### src/hdl/alss_pkg.sv
// Shared types and constants for the actuator limit-switch supervisor.
package alss_pkg;

  localparam int unsigned TICKS_PER_SECOND = 18;
  localparam int unsigned GRACE_SECONDS    = 7;

  localparam int unsigned CNT_W   = 5;
  localparam int unsigned WD_W    = 13;
  localparam int unsigned CFG_IDX_W  = 3;
  localparam int unsigned CFG_DATA_W = 16;

  localparam logic [WD_W-1:0] WD_MAX = '1;

  // Register indexes on the configuration port
  localparam logic [CFG_IDX_W-1:0] CFG_COUNT_MAX     = 3'd0;
  localparam logic [CFG_IDX_W-1:0] CFG_ON_THRESHOLD  = 3'd1;
  localparam logic [CFG_IDX_W-1:0] CFG_OFF_THRESHOLD = 3'd2;
  localparam logic [CFG_IDX_W-1:0] CFG_TIMEOUT       = 3'd3;
  localparam logic [CFG_IDX_W-1:0] CFG_ALARM_UNIT    = 3'd4;
  localparam logic [CFG_IDX_W-1:0] CFG_MESSAGE_CODE  = 3'd5;

  // Reset values of the configuration registers
  localparam logic [CNT_W-1:0] COUNT_MAX_RST     = 5'd18;
  localparam logic [CNT_W-1:0] ON_THRESHOLD_RST  = 5'd12;
  localparam logic [CNT_W-1:0] OFF_THRESHOLD_RST = 5'd2;

  typedef struct packed {
    logic switch_level;
    logic command_set;
    logic inhibit;
  } in_word_t;

  typedef struct packed {
    logic             command_out;
    logic             stable_on;
    logic             fault_flag;
    logic             alarm_pulse;
    logic [7:0]       alarm_unit_out;
    logic [15:0]      message_out;
    logic [CNT_W-1:0] debounce_count;
    logic [WD_W-1:0]  watch_count;
  } out_word_t;

endpackage

### src/hdl/actuator_limit_switch_supervisor.sv
// Top level of the actuator limit-switch supervisor: debounce, watchdog and alarm.
// Each accepted word's result is registered in out_r, or in skid_r while out_r is held.
// Throughput: one word per cycle while in_stall is low.
// A two-entry output stage (result register plus skid register) lets input flow on
// while one result waits; in_stall rises only when the skid register is full.
// Reset (synchronous, rst_n low): counters and flags clear, config returns to defaults.
module actuator_limit_switch_supervisor
  import alss_pkg::*;
(
  input  logic                  clk,
  input  logic                  rst_n,
  input  logic                  in_valid,
  output logic                  in_stall,
  input  in_word_t              in_word,
  output logic                  out_valid,
  input  logic                  out_stall,
  output out_word_t             out_word,
  input  logic                  cfg_valid,
  output logic                  cfg_ready,
  input  logic [CFG_IDX_W-1:0]  cfg_index,
  input  logic [CFG_DATA_W-1:0] cfg_data
);

  logic [CNT_W-1:0] count_max_r, on_thresh_r, off_thresh_r;
  logic [7:0]       timeout_r, alarm_unit_r;
  logic [15:0]      message_code_r;

  logic [CNT_W-1:0] sw_cnt_r, sw_cnt_nxt;
  logic             stable_r, stable_nxt;
  logic             cmd_r, cmd_nxt;
  logic [WD_W-1:0]  wd_cnt_r, wd_cnt_nxt;
  logic             fault_r, fault_nxt;
  logic             alarm;

  logic [31:0]      lim_full;
  logic [WD_W-1:0]  wd_limit;

  out_word_t        res;
  out_word_t        out_r, skid_r;
  logic             out_v_r, skid_v_r;
  logic             take_in, out_fire;

  assign cfg_ready = 1'b1;
  assign in_stall  = skid_v_r;
  assign out_valid = out_v_r;
  assign out_word  = out_r;
  assign take_in   = in_valid & ~skid_v_r;
  assign out_fire  = out_v_r & ~out_stall;

  always_ff @(posedge clk) begin
    if (!rst_n) begin
      count_max_r    <= COUNT_MAX_RST;
      on_thresh_r    <= ON_THRESHOLD_RST;
      off_thresh_r   <= OFF_THRESHOLD_RST;
      timeout_r      <= '0;
      alarm_unit_r   <= '0;
      message_code_r <= '0;
    end else if (cfg_valid && cfg_ready) begin
      unique case (cfg_index)
        CFG_COUNT_MAX:     count_max_r    <= cfg_data[CNT_W-1:0];
        CFG_ON_THRESHOLD:  on_thresh_r    <= cfg_data[CNT_W-1:0];
        CFG_OFF_THRESHOLD: off_thresh_r   <= cfg_data[CNT_W-1:0];
        CFG_TIMEOUT:       timeout_r      <= cfg_data[7:0];
        CFG_ALARM_UNIT:    alarm_unit_r   <= cfg_data[7:0];
        CFG_MESSAGE_CODE:  message_code_r <= cfg_data[15:0];
        default: ;
      endcase
    end
  end

  // Watchdog limit, saturated to the counter range
  assign lim_full = (32'(timeout_r) + 32'(GRACE_SECONDS)) * 32'(TICKS_PER_SECOND);
  assign wd_limit = (lim_full > 32'(WD_MAX)) ? WD_MAX : lim_full[WD_W-1:0];

  always_comb begin
    sw_cnt_nxt = sw_cnt_r;
    stable_nxt = stable_r;
    cmd_nxt    = cmd_r | in_word.command_set;
    wd_cnt_nxt = wd_cnt_r;
    fault_nxt  = fault_r;
    alarm      = 1'b0;

    if (in_word.switch_level) begin
      if (sw_cnt_r < count_max_r) sw_cnt_nxt = sw_cnt_r + 1'b1;
    end else begin
      if (sw_cnt_r != '0) sw_cnt_nxt = sw_cnt_r - 1'b1;
      if (cmd_nxt) begin
        if (wd_cnt_r < wd_limit) begin
          wd_cnt_nxt = wd_cnt_r + 1'b1;
        end else if (!fault_r) begin
          fault_nxt  = 1'b1;
          wd_cnt_nxt = '0;
          alarm      = 1'b1;
        end
      end else begin
        if (wd_cnt_r != '0) wd_cnt_nxt = wd_cnt_r - 1'b1;
        fault_nxt = 1'b0;
      end
    end

    // Confirmed switch sets stable, drops the command and clears the watchdog and fault
    if (sw_cnt_nxt > on_thresh_r) begin
      stable_nxt = 1'b1;
      wd_cnt_nxt = '0;
      fault_nxt  = 1'b0;
      cmd_nxt    = 1'b0;
    end
    if (sw_cnt_nxt < off_thresh_r) stable_nxt = 1'b0;
    if (in_word.inhibit) cmd_nxt = 1'b0;

    res.command_out    = cmd_nxt;
    res.stable_on      = stable_nxt;
    res.fault_flag     = fault_nxt;
    res.alarm_pulse    = alarm;
    res.alarm_unit_out = alarm ? alarm_unit_r : 8'd0;
    res.message_out    = alarm ? message_code_r : 16'd0;
    res.debounce_count = sw_cnt_nxt;
    res.watch_count    = wd_cnt_nxt;
  end

  always_ff @(posedge clk) begin
    if (!rst_n) begin
      sw_cnt_r <= '0;
      stable_r <= 1'b0;
      cmd_r    <= 1'b0;
      wd_cnt_r <= '0;
      fault_r  <= 1'b0;
    end else if (take_in) begin
      sw_cnt_r <= sw_cnt_nxt;
      stable_r <= stable_nxt;
      cmd_r    <= cmd_nxt;
      wd_cnt_r <= wd_cnt_nxt;
      fault_r  <= fault_nxt;
    end
  end

  // Output register with skid: park the new word when the result register is held
  always_ff @(posedge clk) begin
    if (!rst_n) begin
      out_v_r  <= 1'b0;
      skid_v_r <= 1'b0;
    end else if (take_in) begin
      if (out_v_r && out_stall) begin
        skid_v_r <= 1'b1;
      end else begin
        out_v_r <= 1'b1;
      end
    end else if (out_fire) begin
      if (skid_v_r) begin
        skid_v_r <= 1'b0;
      end else begin
        out_v_r <= 1'b0;
      end
    end
  end

  always_ff @(posedge clk) begin
    if (take_in) begin
      if (out_v_r && out_stall) begin
        skid_r <= res;
      end else begin
        out_r <= res;
      end
    end else if (out_fire && skid_v_r) begin
      out_r <= skid_r;
    end
  end

endmodule

### config.mk
export PLATFORM = sky130hd
export DESIGN_NAME = actuator_limit_switch_supervisor
export DESIGN_NICKNAME = d
export VERILOG_FILES = /design/src/hdl/alss_pkg.sv /design/src/hdl/actuator_limit_switch_supervisor.sv
export SDC_FILE = /design/constraint.sdc
export NUM_CORES = 1
export LEC_CHECK = 0
export BUFFER_PORTS_ARGS = -buffer_cell sky130_fd_sc_hd__buf_4
export CORE_ASPECT_RATIO = 1.5
export CORE_MARGIN = 2
export CORE_UTILIZATION = 49
export DETAILED_ROUTE_END_ITERATION = 10
export GPL_ROUTABILITY_DRIVEN = 0
export PLACE_DENSITY = 0.68
export SLEW_MARGIN = 20
export SYNTH_ARGS = -nofsm -noshare
export SYNTH_HDL_FRONTEND = slang
export SYNTH_SLANG_ARGS = --single-unit
### constraint.sdc
create_clock -name clk -period 6.1 [get_ports clk]
set_input_delay 0.305 -clock clk [delete_from_list [all_inputs] [get_ports clk]]
set_output_delay 0.305 -clock clk [all_outputs]
set_load 0.02 [all_outputs]
-- Word level (Yosys, flattened, before mapping)
Index checks and enable logic that the tools add are counted.
- bitwise gates (word level): 5
- reductions and logical operators: 17
- multiply operators: 1
- add/subtract/negate cells: 5
- equal/unequal tests: 8
- order comparisons: 5
- mux-type cells: 34
- operators with widths (kind ; count):
    46-bit two-way mux ; 3
    13-bit two-way mux ; 7
    1-bit two-way mux ; 19
    2-bit AND reduction ; 9
    16-bit two-way mux ; 1
    5-bit two-way mux ; 3
    14-bit by 13-bit greater-than comparator with 1-bit output (second input constant) ; 1
    13-bit by 1-bit adder with 13-bit output (second input constant) ; 1
    13-bit less-than comparator ; 1
    9-bit by 4-bit multiplier with 13-bit output (second input constant) ; 1
    13-bit nonzero test ; 1
    13-bit by 1-bit subtractor with 13-bit output (second input constant) ; 1
    5-bit less-than comparator ; 2
    8-bit by 3-bit adder with 9-bit output (second input constant) ; 1
    8-bit two-way mux ; 1
    3-bit by 2-bit equality test with 1-bit output (second input constant) ; 2
    3-bit equality test (second input constant) ; 2
    5-bit by 1-bit adder with 5-bit output (second input constant) ; 1
    5-bit greater-than comparator ; 1
    5-bit nonzero test ; 1
    5-bit by 1-bit subtractor with 5-bit output (second input constant) ; 1
    2-bit by 1-bit != test with 1-bit output (second input constant) ; 2
    2-bit nonzero test ; 2
    3-bit by 1-bit equality test with 1-bit output (second input constant) ; 1
    7 further kinds ; 10
- bits of input ports: 27
- output and inout bits: 49
- bits in registers: 162

-- Depth between registers and ports, before layout
- depth in word-level cells: 11
- gate-level depth with buffers: 25
- gate-level depth less buffers: 23

-- Worst setup path before layout
OpenSTA, ideal clock, no wires.
- path type: register to register
- start point: register timeout_r[0]
- end point: register out_r, in the netlist out_word[7], data pin
- period minus slack after synthesis: 5324 ps
- stages on the path, launching flop included: 25
- data arrival time: 5064 ps
- required time: 5840 ps
- library setup time: 260 ps
- slack: 776 ps
- cells stage by stage: dfxtp_1 > inv_1 > ha_1 > nand2b_1 > nand2_1 > xnor2_1 > ha_1 > ha_1 > fa_1 > a21o_1 > a311o_1 > or3_4 > nand2_1 > nor2_1 > o32ai_1 > ha_1 > nand4_1 > nor2_1 > a21oi_1 > and2_1 > clkbuf_1 > nand2_2 > o311ai_0 > a21oi_1 > mux2_2
- RTL lines (element ; line ; RTL):
    start: declaration ; actuator_limit_switch_supervisor.sv:25 ; logic [7:0] timeout_r, alarm_unit_r;
    start signal: assignment ; actuator_limit_switch_supervisor.sv:63 ; CFG_TIMEOUT: timeout_r <= cfg_data[7:0];
    end signal: assignment ; actuator_limit_switch_supervisor.sv:162 ; out_r <= res;
    end signal: assignment ; actuator_limit_switch_supervisor.sv:165 ; out_r <= skid_r;
    end: declaration ; actuator_limit_switch_supervisor.sv:39 ; out_word_t out_r, skid_r;

-- Worst setup path after layout
- start point: register timeout_r[0]
- end point: register out_r, in the netlist out_word[6], data pin
- longest elaborated chain between the ends: 11
- ends and longest elaborated chain (element ; line ; RTL):
    8-bit by 3-bit adder with 9-bit output (*) ; actuator_limit_switch_supervisor.sv:72 ; assign lim_full = (32'(timeout_r) + 32'(GRACE_SECONDS)) * 32'(TICKS_PER_SECOND);
    9-bit by 4-bit multiplier with 13-bit output (*) ; actuator_limit_switch_supervisor.sv:72 ;
    14-bit by 13-bit greater-than comparator with 1-bit output ; actuator_limit_switch_supervisor.sv:73 ; assign wd_limit = (lim_full > 32'(WD_MAX)) ? WD_MAX : lim_full[WD_W-1:0];
    13-bit two-way mux (*) ; actuator_limit_switch_supervisor.sv:73 ;
    13-bit less-than comparator (*) ; actuator_limit_switch_supervisor.sv:88 ; if (wd_cnt_r < wd_limit) begin
    13-bit two-way mux (*) ; actuator_limit_switch_supervisor.sv:88 ;
    13-bit two-way mux (*) ; actuator_limit_switch_supervisor.sv:87 ; if (cmd_nxt) begin
    13-bit two-way mux (*) ; actuator_limit_switch_supervisor.sv:83 ; if (in_word.switch_level) begin
    13-bit two-way mux (*) ; actuator_limit_switch_supervisor.sv:102 ; if (sw_cnt_nxt > on_thresh_r) begin
    46-bit two-way mux (*) ; actuator_limit_switch_supervisor.sv:159 ; if (out_v_r && out_stall) begin
    46-bit two-way mux (*) ; actuator_limit_switch_supervisor.sv:158 ; if (take_in) begin
Mark *: on every way between the ends. The rest lies on a longest branch, timed or not. The select of a mux whose other input is x is not followed.
A chain may end at the register's enable or synchronous reset.

==> flow_metrics.env <==
export IMPL_num_vias=6830
export IMPL_yosys_warnings=0
export IMPL_period_needed_ns=5.74
export IMPL_syn_num_nets=937
export IMPL_ctsHoldBuffers=0
export IMPL_layout_common_cells="sky130_fd_sc_hd__nand2_1, sky130_fd_sc_hd__edfxtp_1, sky130_fd_sc_hd__buf_4, sky130_fd_sc_hd__nor2_1, sky130_fd_sc_hd__dfxtp_1"
export IMPL_num_cts_buffers=17
export IMPL_fin_nets=993
export IMPL_synth_seq_cells=162
export IMPL_drv_max_cap_violation_count=0
export IMPL_worst_slew_margin_rel=0.308
export IMPL_layout_cells_non_filler=1151
export IMPL_areaGrowthSynthToFinish_pct=15.6
export IMPL_die_height_um=165
export IMPL_clock_path_buffers=2
export IMPL_worstPathCellList="inv_1, ha_1, nand2b_1, nand2_1, xnor2_2, ha_1, ha_1, fa_1, a21o_1, a311o_1, or3_4, nand2_1, nor2_1, o32ai_1, ha_1, nand4_1, nor4_2, inv_1, a21oi_4, a211oi_1, a211o_1, a22oi_1, o21ai_0"
export IMPL_postCtsSetupBuffers=0
export IMPL_antenna_diode_count=0
export IMPL_totalNegativeSetupSlack_ns=0
export IMPL_critical_path_n_buffers_inverters=2
export IMPL_yosys_area_top_type="sky130_fd_sc_hd__edfxtp_1"
export IMPL_placed_cells=1119
export IMPL_ff2ff_setup_slack_ns=0.36
export IMPL_worst_setup_hold_path_clk_slew_ns=0.08
export IMPL_placement_setup_worst_slack_ns=0.339
export IMPL_layout_filler_cells=1520
export IMPL_insertion_delay_ns=0.44
export IMPL_final_hold_violation_count=0
export IMPL_grt_max_degree=52
export IMPL_clock_sink_count=162
export IMPL_actual_slew_at_the_worst_max_slew_pin_ns=1.03
export IMPL_critPathKind="reg -> reg"
export IMPL_first_pass_grt_wire_length_mm=34.1
export IMPL_critical_path_peak_fanout=10
export IMPL_post_synth_edffs=92
export IMPL_dieArea_sq_um=18500
export IMPL_post_synth_instance_area_sq_um=8510
export IMPL_async_flop_share=0
export IMPL_powerDensity_nw_per_um2=288
export IMPL_cts_tree="yes"
export IMPL_fin_worst_hold_slack_ns=0.129
export IMPL_final_max_slew_violation_count=0
export IMPL_final_critical_path_setup_slack_ns=0.357
export IMPL_number_of_nets_still_failing_antenna_checks_after_routing=0
export IMPL_critPathSlowestCell="sky130_fd_sc_hd__or3_4"
export IMPL_synth_flop_cell="sky130_fd_sc_hd__edfxtp_1"
export IMPL_drt_iter0_drc=460
export IMPL_final_layout_size_suffix_gt1_frac=0.178
export IMPL_cp_arrival_ns=5.91
export IMPL_row_count=59
export IMPL_post_drt_via_cell_ratio=5.93
export IMPL_clock_tree_root_cell="sky130_fd_sc_hd__clkbuf_16"
export IMPL_grt_antenna_before_repair=0
export IMPL_synth_cells=869
export IMPL_placeableCoreArea_sq_um=17200
export IMPL_detailed_place_hpwl_mm=14.3
export IMPL_grt_total_usage=0.233
export IMPL_static_leakage_power_nw=3.86
export IMPL_detail_route_wl_per_cell_um=18.5
export IMPL_worst_endpoint_required_ns=6.26
export IMPL_critical_path_most_common_cell="sky130_fd_sc_hd__ha_1"
export IMPL_clock_skew_final_ns=0.0170
export IMPL_wirelength_mm=21.3
export IMPL_first_pass_iters=6
export IMPL_placedInstanceArea_sq_um=9230
export IMPL_status="completed"
export IMPL_first_global_vias=6674
export IMPL_yosys_area_top_type_share=0.325
export IMPL_vdd_ir_drop_worst_uv=184
export IMPL_seq_area_frac_synth=0.489
export IMPL_netlist_cell_type_count=77
export IMPL_setup_worst_path_end_class="register"
export IMPL_ports=76
export IMPL_cts_htree_levels=4
export IMPL_io_buffer_count=74
export IMPL_cts_resized=0
export IMPL_initial_utilization=0.495
export IMPL_critical_path_max_stage_delay_ns=0.42
export IMPL_hold_path_class="in -> reg"
export IMPL_crit_path_start_kind="register"
export IMPL_synth_top_cells_by_area="sky130_fd_sc_hd__edfxtp_1, sky130_fd_sc_hd__dfxtp_1, sky130_fd_sc_hd__ha_1"
export IMPL_timing_fmax_ghz=0.174
export IMPL_setup_violations=0
export IMPL_avgSynthCellArea_sq_um=9.79
export IMPL_floorplan_die_width_um=112
export IMPL_most_frequent_standard_cell_in_the_layout_excluding_fill_and_tap_cells="sky130_fd_sc_hd__nand2_1"
export IMPL_grt_overflow=0
export IMPL_final_min_period_over_clock_period=0.942
export IMPL_design_area_sq_um=9840
export IMPL_detail_route_drc_violations=0
export IMPL_crit_family="compound AO/OA/AOI/OAI gates"
==> sequential cells by signal, indices dropped and copies added, names as in the netlist <==
register / count
stable_r: 1
off_thresh_r: 5
sw_cnt_r: 5
cmd_r: 1
fault_r: 1
in_stall: 1
count_max_r: 5
skid_r: 46
message_code_r: 16
on_thresh_r: 5
out_word: 46
wd_cnt_r: 13
timeout_r: 8
out_valid: 1
alarm_unit_r: 8
==> per-layer routing <==
metal  up-vias  global-route usage  wire (um)
met5         -                   0          0
met4         0               0.106        708
met3        50              0.0328        922
met2       221               0.407      10900
met1      3279               0.288       8840
li1       3280                   -          -
==> synthesized netlist by cell type (5+ instances only) <==
| master | instances |
|---|---|
| sky130_fd_sc_hd__o211ai_1 | 9 |
| sky130_fd_sc_hd__a31oi_1 | 11 |
| sky130_fd_sc_hd__and3_1 | 29 |
| sky130_fd_sc_hd__a21oi_1 | 69 |
| sky130_fd_sc_hd__nor3_1 | 19 |
| sky130_fd_sc_hd__nand3_1 | 16 |
| sky130_fd_sc_hd__nor2b_1 | 9 |
| sky130_fd_sc_hd__o31ai_1 | 6 |
| sky130_fd_sc_hd__nand4_1 | 5 |
| sky130_fd_sc_hd__nor2_1 | 76 |
| sky130_fd_sc_hd__xnor2_1 | 8 |
| sky130_fd_sc_hd__or3_1 | 8 |
| sky130_fd_sc_hd__and2_1 | 5 |
| sky130_fd_sc_hd__clkbuf_1 | 39 |
| sky130_fd_sc_hd__mux2_2 | 28 |
| sky130_fd_sc_hd__nand2_1 | 125 |
| sky130_fd_sc_hd__or2_2 | 5 |
| sky130_fd_sc_hd__nand2b_1 | 9 |
| sky130_fd_sc_hd__nor4_1 | 9 |
| sky130_fd_sc_hd__mux2i_1 | 21 |
| sky130_fd_sc_hd__ha_1 | 40 |
| sky130_fd_sc_hd__edfxtp_1 | 92 |
| sky130_fd_sc_hd__inv_1 | 33 |
| sky130_fd_sc_hd__a21o_1 | 11 |
| sky130_fd_sc_hd__o21a_1 | 5 |
| sky130_fd_sc_hd__dfxtp_1 | 70 |
| sky130_fd_sc_hd__a211oi_1 | 12 |
| sky130_fd_sc_hd__o21ai_0 | 19 |
==> final cells by class <==
| class | count | area (sq um) | share of cell area |
|---|---|---|---|
| tap | 213 | 267 | 0.0271 |
| sequential | 162 | 4160 | 0.423 |
| inverter | 34 | 128 | 0.0130 |
| timing repair buffer | 84 | 634 | 0.0645 |
| multi-input combinational | 626 | 4060 | 0.413 |
| clock inverter | 15 | 160 | 0.0163 |
| clock buffer | 17 | 425 | 0.0433 |
==> final timing paths <==
path / to / start / depth (start not counted)
setup / recovery: out_word[6] / timeout_r[0] / 23
hold / removal: message_code_r[15] / cfg_data[15] / 3
setup reg to reg: out_word[6] / timeout_r[0] / 23
hold reg to reg: message_code_r[12] / message_code_r[12] / 2
==> where the power goes <==
part / total [mW] / switching, mW / internal (mW)
Sequential: 1.26 / 0.0406 / 1.22
Clock: 1.07 / 0.517 / 0.551
Combinational: 0.499 / 0.310 / 0.189
==> kinds of logic after synthesis <==
kind of cell | share of synthesized area
AO/OA/AOI/OAI | 0.156
XOR/XNOR | 0.0103
other | 0.000441
multiplexers | 0.0644
AND/OR/NAND/NOR | 0.181
buffers and inverters | 0.0381
flip-flops | 0.489
adder cells (fa/ha/maj) | 0.0612
==> per-stage QoR <==
stage,util,total power [mW]
2_1_floorplan,-,1.61
3_3_place_gp,0.537,1.77
3_5_place_dp,0.537,1.78
4_1_cts,0.571,2.85
5_1_grt,0.572,2.94
6_report,0.572,2.83
==> worst register-to-register path: cells and delay by family, from the launching register on <==
family | cells | cell delay [ns]
flops | 1 | 0.39
fa+ha+maj | 5 | 1.38
compound gates | 8 | 1.99
buf+inv | 2 | 0.20
xor+xnor | 1 | 0.18
simple gates | 7 | 1.32
No activity file was read; power rests on OpenSTA's default activity.
